File: src/sv/dgbt_pkg.sv
`timescale 1ns / 1ps
// ----------------------------------------------------------------------------
// dgbt_pkg
// Shared widths, constants, types and depth checks of the depth grid
// body triangulator.
// ----------------------------------------------------------------------------
package dgbt_pkg;

    // Field widths
    localparam int IDX_W      = 18;   // pixel index
    localparam int DEPTH_W    = 16;   // signed depth in mm
    localparam int SAMPLE_W   = DEPTH_W + 1;  // body flag over depth
    localparam int BODY_IN_W  = 8;
    localparam int BODY_W     = 3;
    localparam int MAXD_W     = 15;
    localparam int STEP_W     = 7;
    localparam int COL_W      = 10;
    localparam int ROW_W      = 9;

    // Image and line store geometry
    localparam int IMAGE_WIDTH = 512;
    localparam int LINE_DEPTH  = 512;
    localparam int LINE_AW     = $clog2(LINE_DEPTH);

    // Result queue geometry
    localparam int Q_DEPTH = 4;
    localparam int Q_AW    = $clog2(Q_DEPTH);
    localparam int Q_CW    = Q_AW + 1;

    // Configuration port
    localparam int CFG_IDX_W  = 2;
    localparam int CFG_DATA_W = 15;

    typedef enum logic [CFG_IDX_W-1:0] {
        REG_TARGET_BODY    = 2'd0,
        REG_MAX_DEPTH_STEP = 2'd1,
        REG_GRID_STEP      = 2'd2,
        REG_GRID_COLUMNS   = 2'd3
    } cfg_reg_t;

    localparam logic [BODY_W-1:0] TARGET_BODY_RST    = 3'd0;
    localparam logic [MAXD_W-1:0] MAX_DEPTH_STEP_RST = 15'd100;
    localparam logic [STEP_W-1:0] GRID_STEP_RST      = 7'd1;
    localparam logic [COL_W-1:0]  GRID_COLUMNS_RST   = 10'd512;

    // One triangle as three pixel indices
    typedef struct packed {
        logic [IDX_W-1:0] a;
        logic [IDX_W-1:0] b;
        logic [IDX_W-1:0] c;
    } tri_t;

    // Up to two triangles made by one sample
    typedef struct packed {
        logic v0;
        tri_t t0;
        logic v1;
        tri_t t1;
    } tri_pair_t;

    // One queued result
    typedef struct packed {
        tri_t corners;
        logic last;
    } out_item_t;

    // |a - b| strictly below the bound
    function automatic logic depth_close(
        input logic signed [DEPTH_W-1:0] a,
        input logic signed [DEPTH_W-1:0] b,
        input logic [MAXD_W-1:0]         maxd
    );
        logic signed [DEPTH_W:0] d;
        logic [DEPTH_W:0]        mag;
        begin
            d   = (DEPTH_W+1)'(a) - (DEPTH_W+1)'(b);
            mag = d[DEPTH_W] ? (DEPTH_W+1)'(-d) : (DEPTH_W+1)'(d);
            return mag < (DEPTH_W+1)'(maxd);
        end
    endfunction

    function automatic logic depth_pos(input logic [SAMPLE_W-1:0] s);
        begin
            return !s[DEPTH_W-1] && (s[DEPTH_W-1:0] != '0);
        end
    endfunction

    // All corners positive, both steps from first corner below the bound
    function automatic logic tri_ok(
        input logic [SAMPLE_W-1:0] p,
        input logic [SAMPLE_W-1:0] q,
        input logic [SAMPLE_W-1:0] r,
        input logic [MAXD_W-1:0]   maxd
    );
        begin
            return depth_pos(p) && depth_pos(q) && depth_pos(r)
                && depth_close(signed'(p[DEPTH_W-1:0]), signed'(q[DEPTH_W-1:0]), maxd)
                && depth_close(signed'(p[DEPTH_W-1:0]), signed'(r[DEPTH_W-1:0]), maxd);
        end
    endfunction

endpackage

File: src/sv/dgbt_tri_eval.sv
`timescale 1ns / 1ps
// ----------------------------------------------------------------------------
// dgbt_tri_eval
// Corner indices and triangle selection for one sample from its top, left
// and top-left neighbors.
// ----------------------------------------------------------------------------
module dgbt_tri_eval import dgbt_pkg::*; (
    input  logic                inner,     // not first row, not first column
    input  logic [SAMPLE_W-1:0] s_cur,
    input  logic [SAMPLE_W-1:0] s_top,
    input  logic [SAMPLE_W-1:0] s_left,
    input  logic [SAMPLE_W-1:0] s_tl,
    input  logic [IDX_W-1:0]    pixel_base,
    input  logic [COL_W-1:0]    column,
    input  logic [STEP_W-1:0]   grid_step,
    input  logic [IDX_W-1:0]    row_up,    // IMAGE_WIDTH * grid_step
    input  logic [MAXD_W-1:0]   max_step,
    output tri_pair_t           tris
);

    localparam int PROD_W = COL_W + STEP_W;

    logic [PROD_W-1:0] col_off;
    logic [IDX_W-1:0]  idx_i;
    logic [IDX_W-1:0]  idx_t;
    logic [IDX_W-1:0]  idx_l;
    logic [IDX_W-1:0]  idx_tl;
    logic              b_i;
    logic              b_t;
    logic              b_l;
    logic              b_tl;

    // Corner pixel indices, modulo the index width
    assign col_off = PROD_W'(column) * PROD_W'(grid_step);
    assign idx_i   = pixel_base + IDX_W'(col_off);
    assign idx_t   = idx_i - row_up;
    assign idx_l   = idx_i - IDX_W'(grid_step);
    assign idx_tl  = idx_l - row_up;

    assign b_i  = s_cur[SAMPLE_W-1];
    assign b_t  = s_top[SAMPLE_W-1];
    assign b_l  = s_left[SAMPLE_W-1];
    assign b_tl = s_tl[SAMPLE_W-1];

    // Triangle choice by which diagonal corners are body
    always_comb
    begin
        tris = '0;
        if (inner)
        begin
            if (b_i && !b_tl)
            begin
                tris.v0 = b_t && b_l && tri_ok(s_cur, s_top, s_left, max_step);
                tris.t0 = '{a: idx_i, b: idx_t, c: idx_l};
            end
            else if (b_tl && !b_i)
            begin
                tris.v0 = b_t && b_l && tri_ok(s_tl, s_top, s_left, max_step);
                tris.t0 = '{a: idx_tl, b: idx_t, c: idx_l};
            end
            else if (b_i && b_tl)
            begin
                tris.v0 = b_l && tri_ok(s_cur, s_tl, s_left, max_step);
                tris.t0 = '{a: idx_i, b: idx_tl, c: idx_l};
                tris.v1 = b_t && tri_ok(s_cur, s_tl, s_top, max_step);
                tris.t1 = '{a: idx_i, b: idx_tl, c: idx_t};
            end
        end
    end

endmodule

File: config.mk
export PLATFORM = sky130hd
export DESIGN_NAME = dgbt_tri_eval
export DESIGN_NICKNAME = d
export VERILOG_FILES = /design/src/sv/dgbt_pkg.sv /design/src/sv/dgbt_tri_eval.sv
export SDC_FILE = /design/constraint.sdc
export NUM_CORES = 1
export LEC_CHECK = 0
export BUFFER_PORTS_ARGS = -buffer_cell sky130_fd_sc_hd__buf_2
export CAP_MARGIN = 5
export CORE_UTILIZATION = 54
export DETAILED_ROUTE_END_ITERATION = 12
export PLACE_DENSITY = 0.79
export REMOVE_ABC_BUFFERS = 1
export SETUP_SLACK_MARGIN = 0.4
export SYNTH_ARGS = -nofsm -noshare
export SYNTH_HDL_FRONTEND = slang
export SYNTH_SLANG_ARGS = --single-unit
File: constraint.sdc
create_clock -name vclk -period 9.14
set_clock_uncertainty 0.2 [all_clocks]
set_input_delay 1.371 -clock vclk [all_inputs]
set_output_delay 1.371 -clock vclk [all_outputs]
set_load 0.02 [all_outputs]
Word level (Yosys, flattened, before mapping)
Cells that the tools add are included.

Flip-flop bits (word level): 0. Latch bits: 0. Memory bits (writable): 0. ROM bits: 0. Input port bits: 137. Output and inout port bits: 110. Logic and storage cells: 68. Memories kept: 0.

Add/subtract/negate cells: 14. $mul: 1. Div/mod/pow operators: 0. $lt $le $gt $ge: 5. Eq/ne operators: 0. Shifts and indexed selects: 0. Multiplexer cells: 11. Bitwise operators: 0. Reduce and logical (&&, ||, !) cells: 37.

Operators by type and width (count): $mux 110 (2); $mux 55 (4); $lt 17x15->1 (5); $mux 17 (5); $neg 17->17 (5); $sub 16x16->17 (5); $reduce_bool 16->1 (4); $sub 18x18->18 (2); $logic_and 1x1->1 (27); $add 18x17->18 (1); $sub 18x7->18 (1); $mul 10x7->17 (1); $logic_not 1->1 (6).

Longest topological paths before layout
Depth after elaboration: 11. Mapped depth: 29. Mapped depth without buffers: 28.

Worst setup path before layout
No wires, ideal clock.

Path type: input to output. Start: in grid_step[3]. End: out tris[90] in the netlist's numbering. Arrival: 7.869 ns. Required time: 7.569 ns. Slack: -0.300 ns. Stages: 27. Buffers on the path: 1. Path through: clkbuf_1 -> and2_1 -> fa_1 -> inv_1 -> fa_1 -> inv_1 -> fa_1 -> inv_1 -> fa_1 -> inv_1 -> ha_1 -> nand2_1 -> o311a_1 -> a21oi_1 -> xor2_1 -> nor4_1 -> a21boi_1 -> nand2_1 -> or4_1 -> xnor2_1 -> ha_1 -> a21o_1 -> a41o_1 -> a31oi_1 -> xnor2_1 -> a221oi_1 -> a21oi_1.

RTL lines: start, declared (line dgbt_tri_eval.sv:15) `input logic [STEP_W-1:0] grid_step,`; end, declared (line dgbt_tri_eval.sv:18) `output tri_pair_t tris`.

==> impl_metrics.tcl <==
set metrics [dict create \
    outcome "finished, violations left" \
    violations "negative setup slack" \
    drv_slew 0 \
    path_class "input pin to primary output" \
    tightestPinTransition_ps 1250 \
    die_h_um 158 \
    period_share_pct 105 \
    final_cell_mix "ha_1, buf_2, inv_1" \
    fin_hold_ws_ps 3010 \
    grt_antenna_before_repair 1 \
    crit_slowest_cell "fa_1" \
    first_pass_iters 6 \
    synth_cells 1805 \
    drv_cap 0 \
    max_freq_mhz 104 \
    grt_use_met3_pct 3.89 \
    yosysUniqueCellTypes 88 \
    start_util_pct 55.5 \
    ant_nets 0 \
    yosys_warnings 0 \
    io-pin-count 247 \
    cp.required_ps 7570 \
    ff_latch_area_um2 0 \
    hold_start "row_up[0]" \
    drive_gt1_share_pct 25.6 \
    dpl.hpwl_mm 39.3 \
    hold_viol_final 0 \
    drtIter0Drc 1377 \
    drt-total-wl_mm 50.8 \
    place_congestion 0.992 \
    nFlopsAndLatches 0 \
    cp.depth 29 \
    die_area_um2 25000 \
    met1_usage_pct 42.6 \
    hold_path_depth 4 \
    busiest_layer "met2" \
    clkbuf_count 0 \
    setup_viol 14 \
    startpoint "grid_step[2]" \
    tns_ps -3510 \
    groute.usage.overall_pct 37.2 \
    viasPerCell 6.18 \
    critical_path_arrival_ps 8060 \
    fp.dieW_um 158 \
    slowest_delay_ps 540 \
    drc 0 \
    synth_area_um2 13100 \
    port_buffers 247 \
    rows 56 \
    grt_pass1_wl_mm 72.6 \
    relSlewSlack_pct 16.7 \
    final_common_cell "ha_1" \
    min_period_ps 9630 \
    grt_max_degree 28 \
    crit_fanout 3 \
    syn_area_per_cell_um2 7.28 \
    coreArea_um2 23700 \
    cp_num_buf_inv 9 \
    rsz0062_at_grt "yes" \
    areaGrowthSynthToFinish_pct 28.7 \
    via_count 15500 \
    crit_path_start_kind "input pin" \
    layout.nets 2615 \
    hold_path.class "input pin to primary output" \
    avgRoutedWirePerCell_um 20.3 \
    crit_family "adder cells" \
    setup_ws_ps -490 \
    ys_seq_area_share_pct 0 \
    overflow 0 \
    met2_usage_pct 67.3 \
    grt_pass1_vias 14500 \
    crit_top_cell "fa_1" \
    worst_setup_path_end_kind "primary output" \
]
-- per-layer routing --
metal	routed length [um]	part of all wire, %
met1	18900	37
met2	24000	47
met3	4290	8.5
met4	3650	7.2
met5	0	0
-- metrics by stage --
| stage | setup slack [ps] | cell area [um^2] | cells | utilization (%) |
|---|---|---|---|---|
| after floorplan | -201 | 13000 | 1766 | - |
| after global placement | -449 | 15600 | 2456 | 65.7 |
| after detailed placement | -555 | 15600 | 2456 | 65.7 |
| after CTS | -224 | 16300 | 2487 | 68.9 |
| after global routing | -612 | 16900 | 2499 | 71.3 |
| final | -490 | 16900 | 2502 | 71.4 |
-- synth_stat cells (18+ instances only) --
| cell | instances | area share (%) |
|---|---|---|
| nor4_1 | 21 | 1.0 |
| clkbuf_1 | 36 | 1.0 |
| nand2_1 | 116 | 3.3 |
| o21a_1 | 31 | 1.8 |
| nand3_1 | 32 | 1.2 |
| o21bai_1 | 18 | 1.0 |
| xor2_1 | 65 | 4.3 |
| nor2b_1 | 53 | 2.5 |
| fa_1 | 62 | 9.4 |
| or3_1 | 20 | 0.95 |
| xnor2_1 | 109 | 7.3 |
| o21ai_0 | 70 | 2.7 |
| nor3_1 | 61 | 2.3 |
| and2_1 | 86 | 4.1 |
| inv_1 | 208 | 5.9 |
| a21oi_1 | 93 | 3.5 |
| a211oi_1 | 18 | 1.0 |
| a21o_1 | 43 | 2.5 |
| ha_1 | 234 | 22 |
| nand2b_1 | 20 | 0.95 |
| nor2_1 | 138 | 3.9 |
-- cells by family after synthesis --
group / count (synthesis) / synth area share [%]
adders and majority gates: 297 / 31.8
xor gates and xnor gates: 174 / 11.6
and+or+nand+nor: 623 / 24.8
AOI/OAI and AO/OA: 456 / 24.1
muxes: 8 / 0.676
buffers and inverters: 247 / 7.09
-- cell type report --
cell class / count / area [um^2]
tap: 319 / 399
inverter: 208 / 783
antenna: 3 / 7.51
multi-input combinational: 1558 / 13000
fill: 1838 / 6780
timing repair buffer: 414 / 2730
-- path summary, 6_finish.rpt --
path / to / slack (ps)
setup / recovery: tris[108] / -490
hold / removal: tris[0] / 3010
-- repair_timing --
item / in CTS / in global routing
setup endpoints to repair: 28 / 39
hold buffers: 0 / 0
gates cloned: 0 / 0
gates resized for setup: 114 / 104
pin swaps: 35 / 45
endpoints found under the hold margin: 0 / 0
setup buffers: 31 / 12
Power is not shown: default switching activity piles up to over one toggle a cycle in this logic, so the estimate is an artifact.
