--- src/sv/dgbt_pkg.sv ---
`timescale 1ns / 1ps
// ----------------------------------------------------------------------------
// dgbt_pkg
// Shared widths, constants, types and depth checks of the depth grid
// body triangulator.
// ----------------------------------------------------------------------------
package dgbt_pkg;

    // Field widths
    localparam int IDX_W      = 18;   // pixel index
    localparam int DEPTH_W    = 16;   // signed depth in mm
    localparam int SAMPLE_W   = DEPTH_W + 1;  // body flag over depth
    localparam int BODY_IN_W  = 8;
    localparam int BODY_W     = 3;
    localparam int MAXD_W     = 15;
    localparam int STEP_W     = 7;
    localparam int COL_W      = 10;
    localparam int ROW_W      = 9;

    // Image and line store geometry
    localparam int IMAGE_WIDTH = 512;
    localparam int LINE_DEPTH  = 512;
    localparam int LINE_AW     = $clog2(LINE_DEPTH);

    // Result queue geometry
    localparam int Q_DEPTH = 4;
    localparam int Q_AW    = $clog2(Q_DEPTH);
    localparam int Q_CW    = Q_AW + 1;

    // Configuration port
    localparam int CFG_IDX_W  = 2;
    localparam int CFG_DATA_W = 15;

    typedef enum logic [CFG_IDX_W-1:0] {
        REG_TARGET_BODY    = 2'd0,
        REG_MAX_DEPTH_STEP = 2'd1,
        REG_GRID_STEP      = 2'd2,
        REG_GRID_COLUMNS   = 2'd3
    } cfg_reg_t;

    localparam logic [BODY_W-1:0] TARGET_BODY_RST    = 3'd0;
    localparam logic [MAXD_W-1:0] MAX_DEPTH_STEP_RST = 15'd100;
    localparam logic [STEP_W-1:0] GRID_STEP_RST      = 7'd1;
    localparam logic [COL_W-1:0]  GRID_COLUMNS_RST   = 10'd512;

    // One triangle as three pixel indices
    typedef struct packed {
        logic [IDX_W-1:0] a;
        logic [IDX_W-1:0] b;
        logic [IDX_W-1:0] c;
    } tri_t;

    // Up to two triangles made by one sample
    typedef struct packed {
        logic v0;
        tri_t t0;
        logic v1;
        tri_t t1;
    } tri_pair_t;

    // One queued result
    typedef struct packed {
        tri_t corners;
        logic last;
    } out_item_t;

    // |a - b| strictly below the bound
    function automatic logic depth_close(
        input logic signed [DEPTH_W-1:0] a,
        input logic signed [DEPTH_W-1:0] b,
        input logic [MAXD_W-1:0]         maxd
    );
        logic signed [DEPTH_W:0] d;
        logic [DEPTH_W:0]        mag;
        begin
            d   = (DEPTH_W+1)'(a) - (DEPTH_W+1)'(b);
            mag = d[DEPTH_W] ? (DEPTH_W+1)'(-d) : (DEPTH_W+1)'(d);
            return mag < (DEPTH_W+1)'(maxd);
        end
    endfunction

    function automatic logic depth_pos(input logic [SAMPLE_W-1:0] s);
        begin
            return !s[DEPTH_W-1] && (s[DEPTH_W-1:0] != '0);
        end
    endfunction

    // All corners positive, both steps from first corner below the bound
    function automatic logic tri_ok(
        input logic [SAMPLE_W-1:0] p,
        input logic [SAMPLE_W-1:0] q,
        input logic [SAMPLE_W-1:0] r,
        input logic [MAXD_W-1:0]   maxd
    );
        begin
            return depth_pos(p) && depth_pos(q) && depth_pos(r)
                && depth_close(signed'(p[DEPTH_W-1:0]), signed'(q[DEPTH_W-1:0]), maxd)
                && depth_close(signed'(p[DEPTH_W-1:0]), signed'(r[DEPTH_W-1:0]), maxd);
        end
    endfunction

endpackage

--- src/sv/dgbt_out_queue.sv ---
`timescale 1ns / 1ps
// ----------------------------------------------------------------------------
// dgbt_out_queue
// Small result queue: takes zero, one or two triangles a cycle, hands out
// one a cycle while out_ready holds, and marks each sample's last triangle.
// ----------------------------------------------------------------------------
module dgbt_out_queue import dgbt_pkg::*; (
    input  logic      clk,
    input  logic      rst_n,
    input  logic      push,
    input  tri_pair_t tris,
    output logic      room2,      // space for two more entries
    output logic      out_valid,
    input  logic      out_ready,
    output out_item_t out_item
);

    out_item_t         mem [Q_DEPTH];
    logic [Q_AW-1:0]   wr_ptr_reg;
    logic [Q_AW-1:0]   wr_ptr_next;
    logic [Q_AW-1:0]   rd_ptr_reg;
    logic [Q_AW-1:0]   rd_ptr_next;
    logic [Q_CW-1:0]   count_reg;
    logic [Q_CW-1:0]   count_next;
    logic [1:0]        n_push;
    logic              pop;
    out_item_t         e0;
    out_item_t         e1;

    // Compact the pair: the first valid triangle goes first
    assign n_push = push ? (2'(tris.v0) + 2'(tris.v1)) : 2'd0;
    assign e0     = '{corners: (tris.v0 ? tris.t0 : tris.t1),
                      last: !(tris.v0 && tris.v1)};
    assign e1     = '{corners: tris.t1, last: 1'b1};
    assign pop    = out_valid && out_ready;

    // Storage
    always_ff @(posedge clk)
    begin
        if (n_push != 2'd0)
        begin
            mem[wr_ptr_reg] <= e0;
        end
        if (n_push == 2'd2)
        begin
            mem[wr_ptr_reg + Q_AW'(1)] <= e1;
        end
    end

    // Pointers and fill level
    always_comb
    begin
        wr_ptr_next = wr_ptr_reg + Q_AW'(n_push);
        rd_ptr_next = rd_ptr_reg + Q_AW'(pop);
        count_next  = count_reg + Q_CW'(n_push) - Q_CW'(pop);
    end

    always_ff @(posedge clk or negedge rst_n)
    begin
        if (!rst_n)
        begin
            wr_ptr_reg <= '0;
            rd_ptr_reg <= '0;
            count_reg  <= '0;
        end
        else
        begin
            wr_ptr_reg <= wr_ptr_next;
            rd_ptr_reg <= rd_ptr_next;
            count_reg  <= count_next;
        end
    end

    assign room2     = count_reg <= Q_CW'(Q_DEPTH - 2);
    assign out_valid = count_reg != '0;
    assign out_item  = mem[rd_ptr_reg];

endmodule
--- config.mk ---
export PLATFORM = sky130hd
export DESIGN_NAME = dgbt_out_queue
export DESIGN_NICKNAME = d
export VERILOG_FILES = /design/src/sv/dgbt_pkg.sv /design/src/sv/dgbt_out_queue.sv
export SDC_FILE = /design/constraint.sdc
export NUM_CORES = 1
export LEC_CHECK = 0
export ABC_AREA = 1
export ABC_CLOCK_PERIOD_IN_PS = 3240
export BUFFER_PORTS_ARGS = -buffer_cell sky130_fd_sc_hd__buf_2
export CELL_PAD_IN_SITES_DETAIL_PLACEMENT = 0
export CELL_PAD_IN_SITES_GLOBAL_PLACEMENT = 1
export CORE_UTILIZATION = 43
export CTS_CLUSTER_SIZE = 14
export DETAILED_ROUTE_END_ITERATION = 10
export GPL_TIMING_DRIVEN = 0
export HOLD_SLACK_MARGIN = 0.12
export PLACE_DENSITY_LB_ADDON = 0.12
export SKIP_LAST_GASP = 1
export SYNTH_ARGS = -nofsm -noshare
export SYNTH_HDL_FRONTEND = slang
export SYNTH_SLANG_ARGS = --single-unit
export TNS_END_PERCENT = 10
--- constraint.sdc ---
create_clock -name clk -period 3.24 [get_ports clk]
set_input_delay 0.324 -clock clk [delete_from_list [all_inputs] [get_ports clk]]
set_output_delay 0.324 -clock clk [all_outputs]
set_load 0.005 [all_outputs]
## Yosys cells after proc, flatten, opt, wreduce, memory -nomap -nowiden

Memory sizes are Yosys's and may differ from the RTL's.
Index checks and enable logic that the tools add are counted.

- Order comparisons: 1
- $add $sub $neg: 6
- Equality and inequality tests: 1
- Muxes and demuxes: 6
- Reduce and logical (&&, ||, !) cells: 5

Operators by type and width:

| operator | number |
|---|---|
| 54-bit 2-to-1 mux | 1 |
| 1-bit 2-to-1 mux | 4 |
| 3-bit by 2-bit adder with 3-bit output | 1 |
| 3-bit by 2-bit <= comparator with 1-bit output, second input constant | 1 |
| 3-bit nonzero test | 1 |
| 3-bit by 1-bit subtractor with 3-bit output | 1 |
| 1-bit by 1-bit adder with 2-bit output | 1 |
| 2-bit by 1-bit adder with 2-bit output | 1 |
| 2-bit by 1-bit adder with 2-bit output, second input constant | 1 |
| 2-bit adder | 1 |
| 2-bit equality test, second input constant | 1 |
| 1-bit logical AND | 2 |
| 2-bit 2-to-1 mux | 1 |
| 2-bit nonzero test | 1 |
| 1-bit logical NOT | 1 |

- Bits in registers: 7
- Output and inout port bits: 57
- Memories kept: 1
- Bits of input ports: 114
- Logic and storage cells: 23
- Memory bits (writable): 220

Memories:

| memory | depth | width | rd ports | clocked after memory_dff | write ports | RTL line | RTL |
|---|---|---|---|---|---|---|---|
| mem | 4 | 55 | 1 | 0 | 2 | dgbt_out_queue.sv:18 | `out_item_t mem [Q_DEPTH];` |

## Depth between registers and ports, before layout

- Depth in word-level cells: 5
- Mapped depth: 13
- Mapped depth without buffers: 13

## Worst setup path after synthesis

Ideal clock, no wire load.

- Path kind: input-to-reg
- From: input port tris[54] in the netlist's numbering
- To: memory mem[0][10] in the netlist's numbering, enable pin
- Required time: 2.827 ns
- Path slack: 0.583 ns
- Data arrival time: 2.244 ns
- Library setup time: 0.413 ns
- Buffers on the path: 1
- Stages on the path: 6
- Cell sequence: ha_1 > nand2_1 > nand2_2 > buf_2 > nand2_1 > nand2_1

RTL lines:

| element | RTL line | RTL |
|---|---|---|
| from (decl) | dgbt_out_queue.sv:11 | `input tri_pair_t tris,` |
| to (decl) | dgbt_out_queue.sv:18 |  |

==> qor.yml <==
timing:
  min_period_ns: 3.06
  max_freq_mhz: 326
  fin_skew_ns: 0.00827
  relSlewSlack: 0.396
  finalHoldViolations: 0
  finalMaxSlewViolations: 0
  setup_viol: 0
  period_share: 0.946
  rsz0062_at_grt: "false"
  tightestPinTransition_ns: 0.906
synthesis:
  netlist.top_cell.by_area: "edfxtp_1"
  synth_area_mm2: 0.0126
  synth_top_area_frac: 0.515
  synth_compound_area_frac: 0.0875
  yosys_warnings: 0
  synthAdderAreaFrac: 0.00557
  syn-mean-instance-area_um2: 8.05
  synth_nets: 1682
  synth_top_family_by_area: "simple AND/OR/NAND/NOR gates"
  yosysSeqAreaShare: 0.536
  synth.distinct_cells: 22
  synth_cells: 1563
  synth-simple-area-share: 0.297
  synth-xor-area-share: 0.00139
  synth.area.top_cells: "edfxtp_1 52%, nand2_1 15%, nand3_1 9.0%"
  synth_mux_area_frac: 0
  ys_ff_latch: 227
clocking:
  numCtsBuffers: 26
  cts.path.max_buffers: 3
  clkSinkCount: 227
  clkTransAtPathRegs_ns: 0.06
  post-cts-setup-buffer-count: 0
  cts_tree: "done"
  cts_root_buffer: "clkbuf_16"
  cts_max_level: 1
  cts_resized: 0
  clk_latency_ns: 0.54
finish:
  fin_cells: 2199
  largest_reg_flops: 220
  mostFrequentLayoutCells: "515 x nand2_1, 226 x nand3_1, 223 x buf_2"
  final_nets: 1915
  layout_commonest_cell: "nand2_1"
  regArea_mm2: 0.00674
  diodes: 0
  multi_input_area_mm2: 0.00496
  synthToLayoutAreaGrowth_pct: 20.7
  drive_gt1_frac: 0.165
  n_fill_cell: 2762
routing:
  routedWlPerCell_um: 19.1
  vias_per_cell: 5.34
  wirelength_um: 42100
  drc: 0
  antenna_left: 0
  dr_total_vias: 11700
  first_pass_iters: 6
  drtIter0Drc: 972
power_and_ir_drop:
  p_leak_nw: 7.02
  power_mw: 11.6
  peakVddDrop_mv: 0.466
  power_density_mw_per_mm2: 763
setup_path:
  critPathSlowestCell: "clkbuf_1"
  reg2reg_from: "wr_ptr_reg[1]"
  cpPeakStageDelay_ns: 0.50
  critPathBufInv: 4
  worst_setup_path_end_kind: "primary output"
  critPathKind: "reg -> out"
  critPathLaunchType: "register"
  path_delay_family: "buffers and inverters"
  required_ns: 2.92
  path_cells: "inv_1 > buf_2 > clkbuf_1 > o21ai_0 > o21ai_0 > buf_2"
  arrival_ns: 2.74
  worstPathMaxFanout: 10
  critPathLaunch: "rd_ptr_reg[1]"
floorplanning:
  initial_core_util: 0.437
  coreArea_mm2: 0.0288
  die_h_um: 173
  row_count: 62
  io_pins: 171
  die_area_mm2: 0.0300
  die_x_um: 173
placement:
  dp_cells: 2119
  dp_hpwl_um: 27400
  place_congestion: 0.827
  port_buffers: 170
flow_run:
  maxCapViolCount: 0
global_route:
  antenna_found_initial: 0
  grt_pass1_wl_um: 63600
  grt_max_degree: 55
  grt_usage: 0.277
  grt_pass1_vias: 11000
  gr-total-overflow: 0
worst_hold_path:
  hold_path_class: "in -> reg"
  hp-start: "tris[31]"
run_status:
  status: "complete, no violations"
routing by layer:
metal	vias to the layer above	global-route usage	wire (um)	part of all wire
met5	-	0	0	0
met4	0	0.0903	1100	0.026
met3	78	0.0317	3170	0.075
met2	529	0.465	19800	0.47
met1	5452	0.376	17900	0.43
li1	5682	-	-	-
tightest hold or removal path, delay by kind of cell:
family / cells / cell delay [ns]
buffers and inverters: 1 / 0.13
AND/OR/NAND/NOR: 2 / 0.11
path summary, 6_finish.rpt:
| kind | slack (ns) | cells past startpoint | end |
|---|---|---|---|
| setup / recovery | 0.18 | 6 | out_item[1] |
| hold / removal | 0.13 | 3 | mem[3][32] |
| setup reg to reg | 1.09 | 5 | mem[3][30] |
| hold reg to reg | 0.46 | 2 | mem[3][0] |
| max in group asynchronous | 2.94 | 2 | count_reg[2] |
| min in group asynchronous | 0.15 | 2 | count_reg[0] |
area by class of cell:
class | count | area share
repair buffers | 205 | 0.0809
multi-input cells | 1145 | 0.326
inverters | 74 | 0.0183
flip-flops and latches | 227 | 0.444
clock buffers | 30 | 0.0452
plain buffers | 117 | 0.0422
clock inverters | 17 | 0.0115
well taps | 384 | 0.0316
timing repair:
action	in CTS	in global routing
setup endpoints to repair	0	0
endpoints found under the hold margin	93	0
hold buffers	33	0
Yosys cell counts:
library cell  instances
clkbuf_1             30
o21ai_0             216
xnor2_1               2
nor2_2                1
nand2_1             519
buf_1                 8
dfrtp_1               7
nor2_1              169
nand3_1             226
buf_4                16
edfxtp_1            216
nand4_1               1
ha_1                  4
buf_2                53
o21ai_1               3
a21oi_1               1
fa_1                  1
buf_6                10
nand2_2               2
inv_2                 6
inv_1                68
dfxtp_1               4
cell families (layout without fill, tap and decap cells):
group / after synthesis / count (layout)
flip-flops: 227 / 227
adder cells (fa/ha/maj): 5 / 5
AND/OR/NAND/NOR: 918 / 918
buffers and inverters: 191 / 443
XOR/XNOR: 2 / 2
AO/OA/AOI/OAI: 220 / 220
metrics by stage:
stage	hold WS (ns)	setup TNS (ns)	worst slack, ns	instance area [um2]	util
floorplan	0.0284	0	0.583	12600	-
global placement	0.168	-182.88	-0.947	13900	0.484
detailed placement	0.168	0	0.591	14000	0.486
CTS	0.120	0	0.230	15200	0.528
global route	0.129	0	0.147	15200	0.528
finish	0.127	0	0.177	15200	0.528
where the power goes:
part / switching [mW] / internal (mW) / total (mW)
clock: 1.23 / 1.82 / 3.05
combinational: 3.25 / 1.41 / 4.66
sequential: 0.111 / 3.77 / 3.88
Note: power is estimated with default switching activity, not from simulation.
